--- config.mk ---
export PLATFORM = sky130hd
export DESIGN_NAME = sorted_list_insert_delete
export DESIGN_NICKNAME = d
export VERILOG_FILES = /design/src/rtl/core/sli_pkg.sv /design/src/rtl/core/sli_cell.sv /design/src/rtl/core/sorted_list_insert_delete.sv
export VERILOG_INCLUDE_DIRS = /design/src /design/src/rtl/core
export SDC_FILE = /design/constraint.sdc
export NUM_CORES = 2
export LEC_CHECK = 0
export ABC_CLOCK_PERIOD_IN_PS = 6000
export BUFFER_PORTS_ARGS = -buffer_cell sky130_fd_sc_hd__buf_2
export CORE_UTILIZATION = 45
export CTS_CLUSTER_SIZE = 30
export DETAILED_ROUTE_END_ITERATION = 16
export PLACE_DENSITY = 0.58
export SLEW_MARGIN = 20
export SYNTH_ARGS = -nofsm -noshare
export SYNTH_HDL_FRONTEND = slang
export SYNTH_SLANG_ARGS = --single-unit
--- constraint.sdc ---
create_clock -name clk -period 6 [get_ports clk]
set_clock_uncertainty 0.2 [all_clocks]
set_input_delay 0.3 -clock clk [delete_from_list [all_inputs] [get_ports clk]]
set_output_delay 0.3 -clock clk [all_outputs]
set_load 0.02 [all_outputs]
--- src/rtl/core/sorted_list_insert_delete_defines.svh ---
`ifndef SORTED_LIST_INSERT_DELETE_DEFINES_SVH
`define SORTED_LIST_INSERT_DELETE_DEFINES_SVH

// same-cycle check, sampled on clk, idle during reset
`define SLI_ASSERT_NOW(label, ante, cons) \
	label: assert property (@(posedge clk) disable iff (!arst_n) (ante) |-> (cons)) \
		else $error("sorted list check failed");

// next-cycle check, sampled on clk, idle during reset
`define SLI_ASSERT_NEXT(label, ante, cons) \
	label: assert property (@(posedge clk) disable iff (!arst_n) (ante) |=> (cons)) \
		else $error("sorted list check failed");

`endif

--- src/rtl/core/sli_pkg.sv ---
`timescale 1ns / 1ps
package sli_pkg;

	localparam int KEY_PORT_W = 32;
	localparam int STATUS_W   = 3;

	typedef enum logic [STATUS_W-1:0] {
		ST_INSERTED  = 3'd0,
		ST_DELETED   = 3'd1,
		ST_NOT_FOUND = 3'd2,
		ST_UNDERFLOW = 3'd3,
		ST_FULL      = 3'd4
	} sli_status_t;

	typedef enum logic {
		OP_INSERT = 1'b0,
		OP_DELETE = 1'b1
	} sli_op_t;

	// broadcast to every cell for the cycle of an accepted request
	typedef struct packed {
		logic ins;
		logic del;
	} sli_ctrl_t;

endpackage

--- src/rtl/core/sli_cell.sv ---
`timescale 1ns / 1ps
module sli_cell #(
	parameter int KEY_WIDTH = 32
) (
	input  logic                        clk,
	input  sli_pkg::sli_ctrl_t          ctrl,
	input  logic signed [KEY_WIDTH-1:0] key,
	input  logic                        occ,
	input  logic                        prev_lt,
	input  logic signed [KEY_WIDTH-1:0] prev_key,
	input  logic signed [KEY_WIDTH-1:0] next_key,
	output logic                        lt,
	output logic                        eq,
	output logic signed [KEY_WIDTH-1:0] key_q
);
	import sli_pkg::*;

	assign lt = occ && (key_q < key);
	assign eq = occ && (key_q == key);

	// cells at or above the split point move: right on insert, left on delete
	always_ff @(posedge clk) begin
		if (ctrl.ins && !lt) begin
			key_q <= prev_lt ? key : prev_key;
		end else if (ctrl.del && !lt) begin
			key_q <= next_key;
		end
	end

endmodule

--- src/rtl/core/sorted_list_insert_delete.sv ---
// sorted list of signed keys, ascending, duplicates kept, up to CAPACITY entries
// request channel: req_valid / req_stall carry op (0 insert, 1 delete) and key
// response channel: rsp_valid / rsp_stall carry status, entry_count, is_empty
// every request gives exactly one response, in request order
// each entry sits in its own cell; all cells compare against the key in parallel
// and shift toward a neighbor in the same cycle
// latency: the response is valid on the cycle after the request is taken
// throughput: one request per cycle, limited only by the response register
// a request is taken while the response register is empty or being drained;
// while the receiver stalls a held response, req_stall is high and the
// response holds
// reset empties the list and drops any pending response; no clearing pass
// insert on a full list reports full and leaves the list as it was;
// delete on an empty list reports underflow, a missing key reports not found
`timescale 1ns / 1ps
`include "sorted_list_insert_delete_defines.svh"
module sorted_list_insert_delete #(
	parameter int CAPACITY  = 16,
	parameter int KEY_WIDTH = 32,
	localparam int CNT_W    = $clog2(CAPACITY + 1)
) (
	input  logic                              clk,
	input  logic                              arst_n,
	input  logic                              req_valid,
	output logic                              req_stall,
	input  logic                              op,
	input  logic signed [sli_pkg::KEY_PORT_W-1:0] key,
	output logic                              rsp_valid,
	input  logic                              rsp_stall,
	output logic [sli_pkg::STATUS_W-1:0]      status,
	output logic [CNT_W-1:0]                  entry_count,
	output logic                              is_empty
);
	import sli_pkg::*;

	logic signed [KEY_WIDTH-1:0] k_ext;
	logic [CNT_W-1:0]            count_q;
	logic                        rsp_valid_q;
	sli_status_t                 status_q;
	logic [CNT_W-1:0]            rsp_count_q;
	logic                        empty_q;

	logic                        accept;
	logic                        full;
	logic                        found;
	sli_ctrl_t                   ctrl;
	sli_status_t                 status_nxt;
	logic [CNT_W-1:0]            count_nxt;

	logic [CAPACITY-1:0]                       lt;
	logic [CAPACITY-1:0]                       eq;
	logic [CAPACITY-1:0]                       occ;
	logic signed [KEY_WIDTH-1:0]               cell_key [CAPACITY];

	if (KEY_WIDTH <= KEY_PORT_W) begin : g_key_narrow
		assign k_ext = key[KEY_WIDTH-1:0];
	end else begin : g_key_wide
		assign k_ext = {{(KEY_WIDTH - KEY_PORT_W){key[KEY_PORT_W-1]}}, key};
	end

	assign req_stall = rsp_valid_q && rsp_stall;
	assign accept    = req_valid && !req_stall;
	assign full      = (count_q == CNT_W'(CAPACITY));
	assign found     = |eq;

	always_comb begin
		ctrl       = '0;
		status_nxt = ST_INSERTED;
		count_nxt  = count_q;
		if (op == OP_INSERT) begin
			if (full) begin
				status_nxt = ST_FULL;
			end else begin
				ctrl.ins   = accept;
				count_nxt  = count_q + CNT_W'(1);
			end
		end else begin
			if (count_q == '0) begin
				status_nxt = ST_UNDERFLOW;
			end else if (found) begin
				status_nxt = ST_DELETED;
				ctrl.del   = accept;
				count_nxt  = count_q - CNT_W'(1);
			end else begin
				status_nxt = ST_NOT_FOUND;
			end
		end
	end

	for (genvar i = 0; i < CAPACITY; i++) begin : g_cell
		logic                        prev_lt;
		logic signed [KEY_WIDTH-1:0] prev_key;
		logic signed [KEY_WIDTH-1:0] next_key;

		assign occ[i] = (CNT_W'(i) < count_q);

		if (i == 0) begin : g_first
			assign prev_lt  = 1'b1;
			assign prev_key = k_ext;
		end else begin : g_mid
			assign prev_lt  = lt[i-1];
			assign prev_key = cell_key[i-1];
		end

		if (i == CAPACITY - 1) begin : g_last
			assign next_key = cell_key[i];
		end else begin : g_inner
			assign next_key = cell_key[i+1];
		end

		sli_cell #(
			.KEY_WIDTH(KEY_WIDTH)
		) u_cell (
			.clk     (clk),
			.ctrl    (ctrl),
			.key     (k_ext),
			.occ     (occ[i]),
			.prev_lt (prev_lt),
			.prev_key(prev_key),
			.next_key(next_key),
			.lt      (lt[i]),
			.eq      (eq[i]),
			.key_q   (cell_key[i])
		);
	end

	always_ff @(posedge clk or negedge arst_n) begin
		if (!arst_n) begin
			count_q     <= '0;
			rsp_valid_q <= 1'b0;
		end else begin
			if (accept) begin
				count_q     <= count_nxt;
				rsp_valid_q <= 1'b1;
			end else if (!rsp_stall) begin
				rsp_valid_q <= 1'b0;
			end
		end
	end

	always_ff @(posedge clk) begin
		if (accept) begin
			status_q    <= status_nxt;
			rsp_count_q <= count_nxt;
			empty_q     <= (count_nxt == '0);
		end
	end

	assign rsp_valid   = rsp_valid_q;
	assign status      = status_q;
	assign entry_count = rsp_count_q;
	assign is_empty    = empty_q;

	`SLI_ASSERT_NOW(a_count_bound, 1'b1, count_q <= CNT_W'(CAPACITY))
	`SLI_ASSERT_NEXT(a_insert_grows, accept && op == OP_INSERT && !full,
		count_q == $past(count_q) + CNT_W'(1) && status_q == ST_INSERTED)
	`SLI_ASSERT_NEXT(a_underflow, accept && op == OP_DELETE && count_q == '0,
		rsp_valid && status_q == ST_UNDERFLOW && count_q == '0)
	`SLI_ASSERT_NOW(a_empty_flag, rsp_valid, is_empty == (entry_count == '0))

endmodule
==> results.py <==
metrics = {
    "power_and_ir_drop": {
        "internal_power_mw": 7.91,
        "p_total_mw": 11.7,
        "p_sw_mw": 3.84,
        "power.share.clock": 0.329,
        "swShare": 0.327,
        "seqPwrFrac": 0.397,
        "p_comb_frac": 0.274,
        "powerDensity_nw_per_um2": 277,
        "p_leak_nw": 18.1,
        "ir_drop_v": 0.000215,
    },
    "detailed_routing": {
        "ant_nets": 0,
        "drt_iter0_markers": 2455,
        "vias": 29400,
        "via_per_inst": 6.13,
        "detail_route.wl_per_cell_um": 24.7,
        "wl_mm": 119,
        "first_pass_iters": 6,
        "drc_errors": 0,
    },
    "timing": {
        "period_share": 0.882,
        "tightestPinTransition_ns": 1.04,
        "drv_slew": 0,
        "period_needed_ns": 5.29,
        "slew_headroom": 0.302,
        "final-hold-violation-count": 0,
        "setup_tns_ns": 0,
        "setup_viol": 0,
        "rsz0062_at_grt": "false",
        "fmaxAchievable_mhz": 189,
    },
    "critical_path": {
        "path_cells": "buf_2, inv_1, ha_1, nand4_1, nor4_1, nand4b_1, o2111ai_1, nor4_4, o21ai_0, nand2_1, buf_4, nor2_4, buf_4",
        "startpoint_type": "primary input",
        "r2r-end": "g_cell[6].u_cell.key_q[6]",
        "critPathMaxFanout": 32,
        "worstPathArrival_ns": 5.34,
        "critPathLaunch": "key[31]",
        "worstSetupPathType": "primary input to flip-flop",
        "worstPathRequired_ns": 6.05,
        "slowest_delay_ns": 0.92,
        "reg2reg_from": "g_cell[10].u_cell.key_q[21]",
        "slowest_stage": "nor4_1",
        "crit_top_cell": "buf_4",
        "reg2reg_slack_ns": 1.00,
        "endpoint_kind": "flip-flop",
        "rr_worst_depth": 11,
    },
    "synth": {
        "syn_inst": 3582,
        "yosysSeqAreaShare": 0.412,
        "dominantRegCellSynth": "edfxtp_1",
        "synth.avg_cell_area_sq_um": 10.7,
        "synth.distinct_cells": 68,
        "synth-seq-cells": 527,
        "synthArstFlopShare": 0.0114,
        "synth_area_leaders": "edfxtp_1 41%, ha_1 17%, mux2i_1 8.6%, a21oi_1 4.5%, mux2_2 4.4%",
        "synthesis.area_sq_um": 38400,
        "yosysTopAreaCellShare": 0.408,
        "yosysWarnings": 0,
        "synth_top_area_cell": "edfxtp_1",
        "syn_nets": 4135,
        "synth_edf_count": 521,
    },
    "floorplanning": {
        "num_rows": 106,
        "die_h_um": 294,
        "fp.dieArea_sq_um": 86400,
        "start_util": 0.457,
        "die_w_um": 294,
        "boundaryPins": 48,
        "core_sq_um": 84000,
    },
    "global_routing": {
        "use_met3": 0.0306,
        "gr-usage-all-layers": 0.273,
        "grt.overflow.total": 0,
        "use_met2": 0.425,
        "grt_first_pass_wirelength_mm": 180,
        "grt_busiest_layer": "met2",
        "antenna_found_initial": 1,
        "met1_usage": 0.397,
        "grt_pass1_vias": 28800,
        "grt_max_degree": 107,
    },
    "min_path": {
        "worstHoldEndpoint": "g_cell[1].u_cell.key_q[10]",
        "hold_depth": 3,
        "worstHoldStart": "key[10]",
        "hold_class": "primary input to flip-flop",
    },
    "clocking": {
        "cts_resized": 0,
        "cts_made_buffers": 66,
        "insertion_delay_ns": 0.62,
        "htree_num_levels": 3,
        "cts_root_buf": "clkbuf_16",
        "path_clk_slew_ns": 0.06,
        "tritoncts": "done",
        "clock_path_buffers": 3,
        "clock-sinks": 527,
    },
    "finish": {
        "multi_input_area_sq_um": 21700,
        "nFillCells": 7755,
        "fin_cells": 4803,
        "syn_to_final_growth_pct": 10.6,
        "fin_nets": 4170,
        "register_area_sq_um": 15800,
        "drive_above_1_share": 0.128,
    },
    "place": {
        "place_congestion": 0.918,
        "place_inst": 4678,
        "port_buffers": 47,
        "dp_hpwl_mm": 88.5,
    },
    "flow_run": {
        "cap_violations": 0,
    },
    "outcome": {
        "status": "finished clean",
    },
}
[final cells by class]
cell class / instances / share of cell area
repair buffers: 170 / 0.0302
clock buffers: 82 / 0.0413
inverters: 67 / 0.00593
well taps: 1134 / 0.0334
flip-flops and latches: 527 / 0.372
multi-input cells: 2785 / 0.511
diodes: 2 / 0.000118
clock inverters: 36 / 0.00575
[cells by family after synthesis]
logic type / count (synthesis) / synth area share
xor gates and xnor gates: 4 / 0.000913
AOI/OAI and AO/OA: 990 / 0.152
adders and majority gates: 516 / 0.168
and+or+nand+nor: 758 / 0.0939
muxes: 517 / 0.144
DFF: 527 / 0.412
buffers and inverters: 270 / 0.0292
[placed cells by master (no fill, tap or decap), drive strengths merged, types with 7 or more instances in the layout]
cell | Yosys | layout
edfxtp | 521 | 521
ha | 516 | 516
a21oi | 348 | 348
mux2i | 329 | 329
o21ai | 273 | 273
nand2 | 252 | 252
a21o | 215 | 215
nor2 | 214 | 214
mux2 | 188 | 188
buf | 60 | 165
nand4 | 131 | 131
clkbuf | 143 | 82
a31oi | 72 | 72
inv | 67 | 71
nor2b | 31 | 31
clkinv | 0 | 29
nor4 | 25 | 25
o21a | 24 | 24
nor3 | 24 | 24
nand3 | 17 | 17
or3 | 16 | 16
nand2b | 10 | 10
and2 | 9 | 9
o211ai | 7 | 7
and4 | 7 | 7
a211oi | 7 | 7
[worst max path at each step]
| stage | to | slack, ns | cells after the start |
|---|---|---|---|
| 2_1_floorplan | g_cell[9].u_cell.key_q[0] | 0.60 | 11 |
| 3_3_place_gp | g_cell[6].u_cell.key_q[6] | 0.49 | 13 |
| 3_5_place_dp | g_cell[6].u_cell.key_q[20] | 0.39 | 13 |
| 4_1_cts | g_cell[6].u_cell.key_q[6] | 1.04 | 13 |
| 5_1_grt | g_cell[6].u_cell.key_q[30] | 0.80 | 13 |
| 6_report | g_cell[6].u_cell.key_q[6] | 0.71 | 13 |
[power groups by stage]
| stage | Sequential (mW) | Combinational, mW | Clock [mW] |
|---|---|---|---|
| final | 4.66 | 3.22 | 3.86 |
| after global routing | 4.69 | 3.54 | 4.03 |
| after CTS | 4.66 | 3.20 | 3.92 |
| after detailed placement | 4.74 | 3.19 | 0 |
| after global placement | 4.74 | 3.14 | 0 |
| after floorplan | 4.62 | 2.35 | 0 |
[stage by stage]
step / cell area, sq um / hold slack [ns] / setup slack, ns / util
final: 42400 / 0.0442 / 0.711 / 0.506
after global routing: 42400 / 0.0559 / 0.795 / 0.505
after CTS: 42400 / 0.00929 / 1.04 / 0.505
after detailed placement: 40400 / -0.0692 / 0.390 / 0.481
after global placement: 40400 / -0.0669 / 0.488 / 0.481
after floorplan: 38400 / -0.196 / 0.598 / -
[metal layers]
metal	vias to the layer above	wire, um
li1	13900	-
met1	14500	56000
met2	879	53000
met3	170	6550
met4	2	3040
met5	-	12
[timing repair]
item	4_1_cts	5_1_grt
hold endpoints to repair	11	0
hold buffers	5	0
setup buffers	0	0
[synthesized netlist by cell type (7+ instances only)]
cell type	n
mux2_2	150
edfxtp_1	521
and4_1	7
nand4_1	131
nand2_1	252
buf_4	7
mux2_4	29
clkbuf_1	143
buf_2	40
a31oi_1	72
o21ai_0	261
nand2b_1	10
nor4_1	24
a21oi_1	348
or3_1	16
mux2i_1	329
nor3_1	22
nand3_1	17
mux2_1	9
nor2_1	213
buf_1	9
nor2b_1	31
a21o_1	215
a211oi_1	7
inv_1	67
and2_1	7
ha_1	516
o21ai_1	12
o21a_1	24
o211ai_1	7
[worst max-delay path, delay by kind of cell]
family,cells,cell delay (ns)
simple gates,6,1.98
compound gates,2,0.82
fa+ha+maj,1,0.60
buf+inv,4,1.57
[state kept, by name, summed over array words and instances (netlist names)]
signal,cells
count_q,5
entry_count,5
g_cell.u_cell.key_q,512
is_empty,1
rsp_valid,1
status,3
Note: power is estimated with default switching activity, not from simulation.
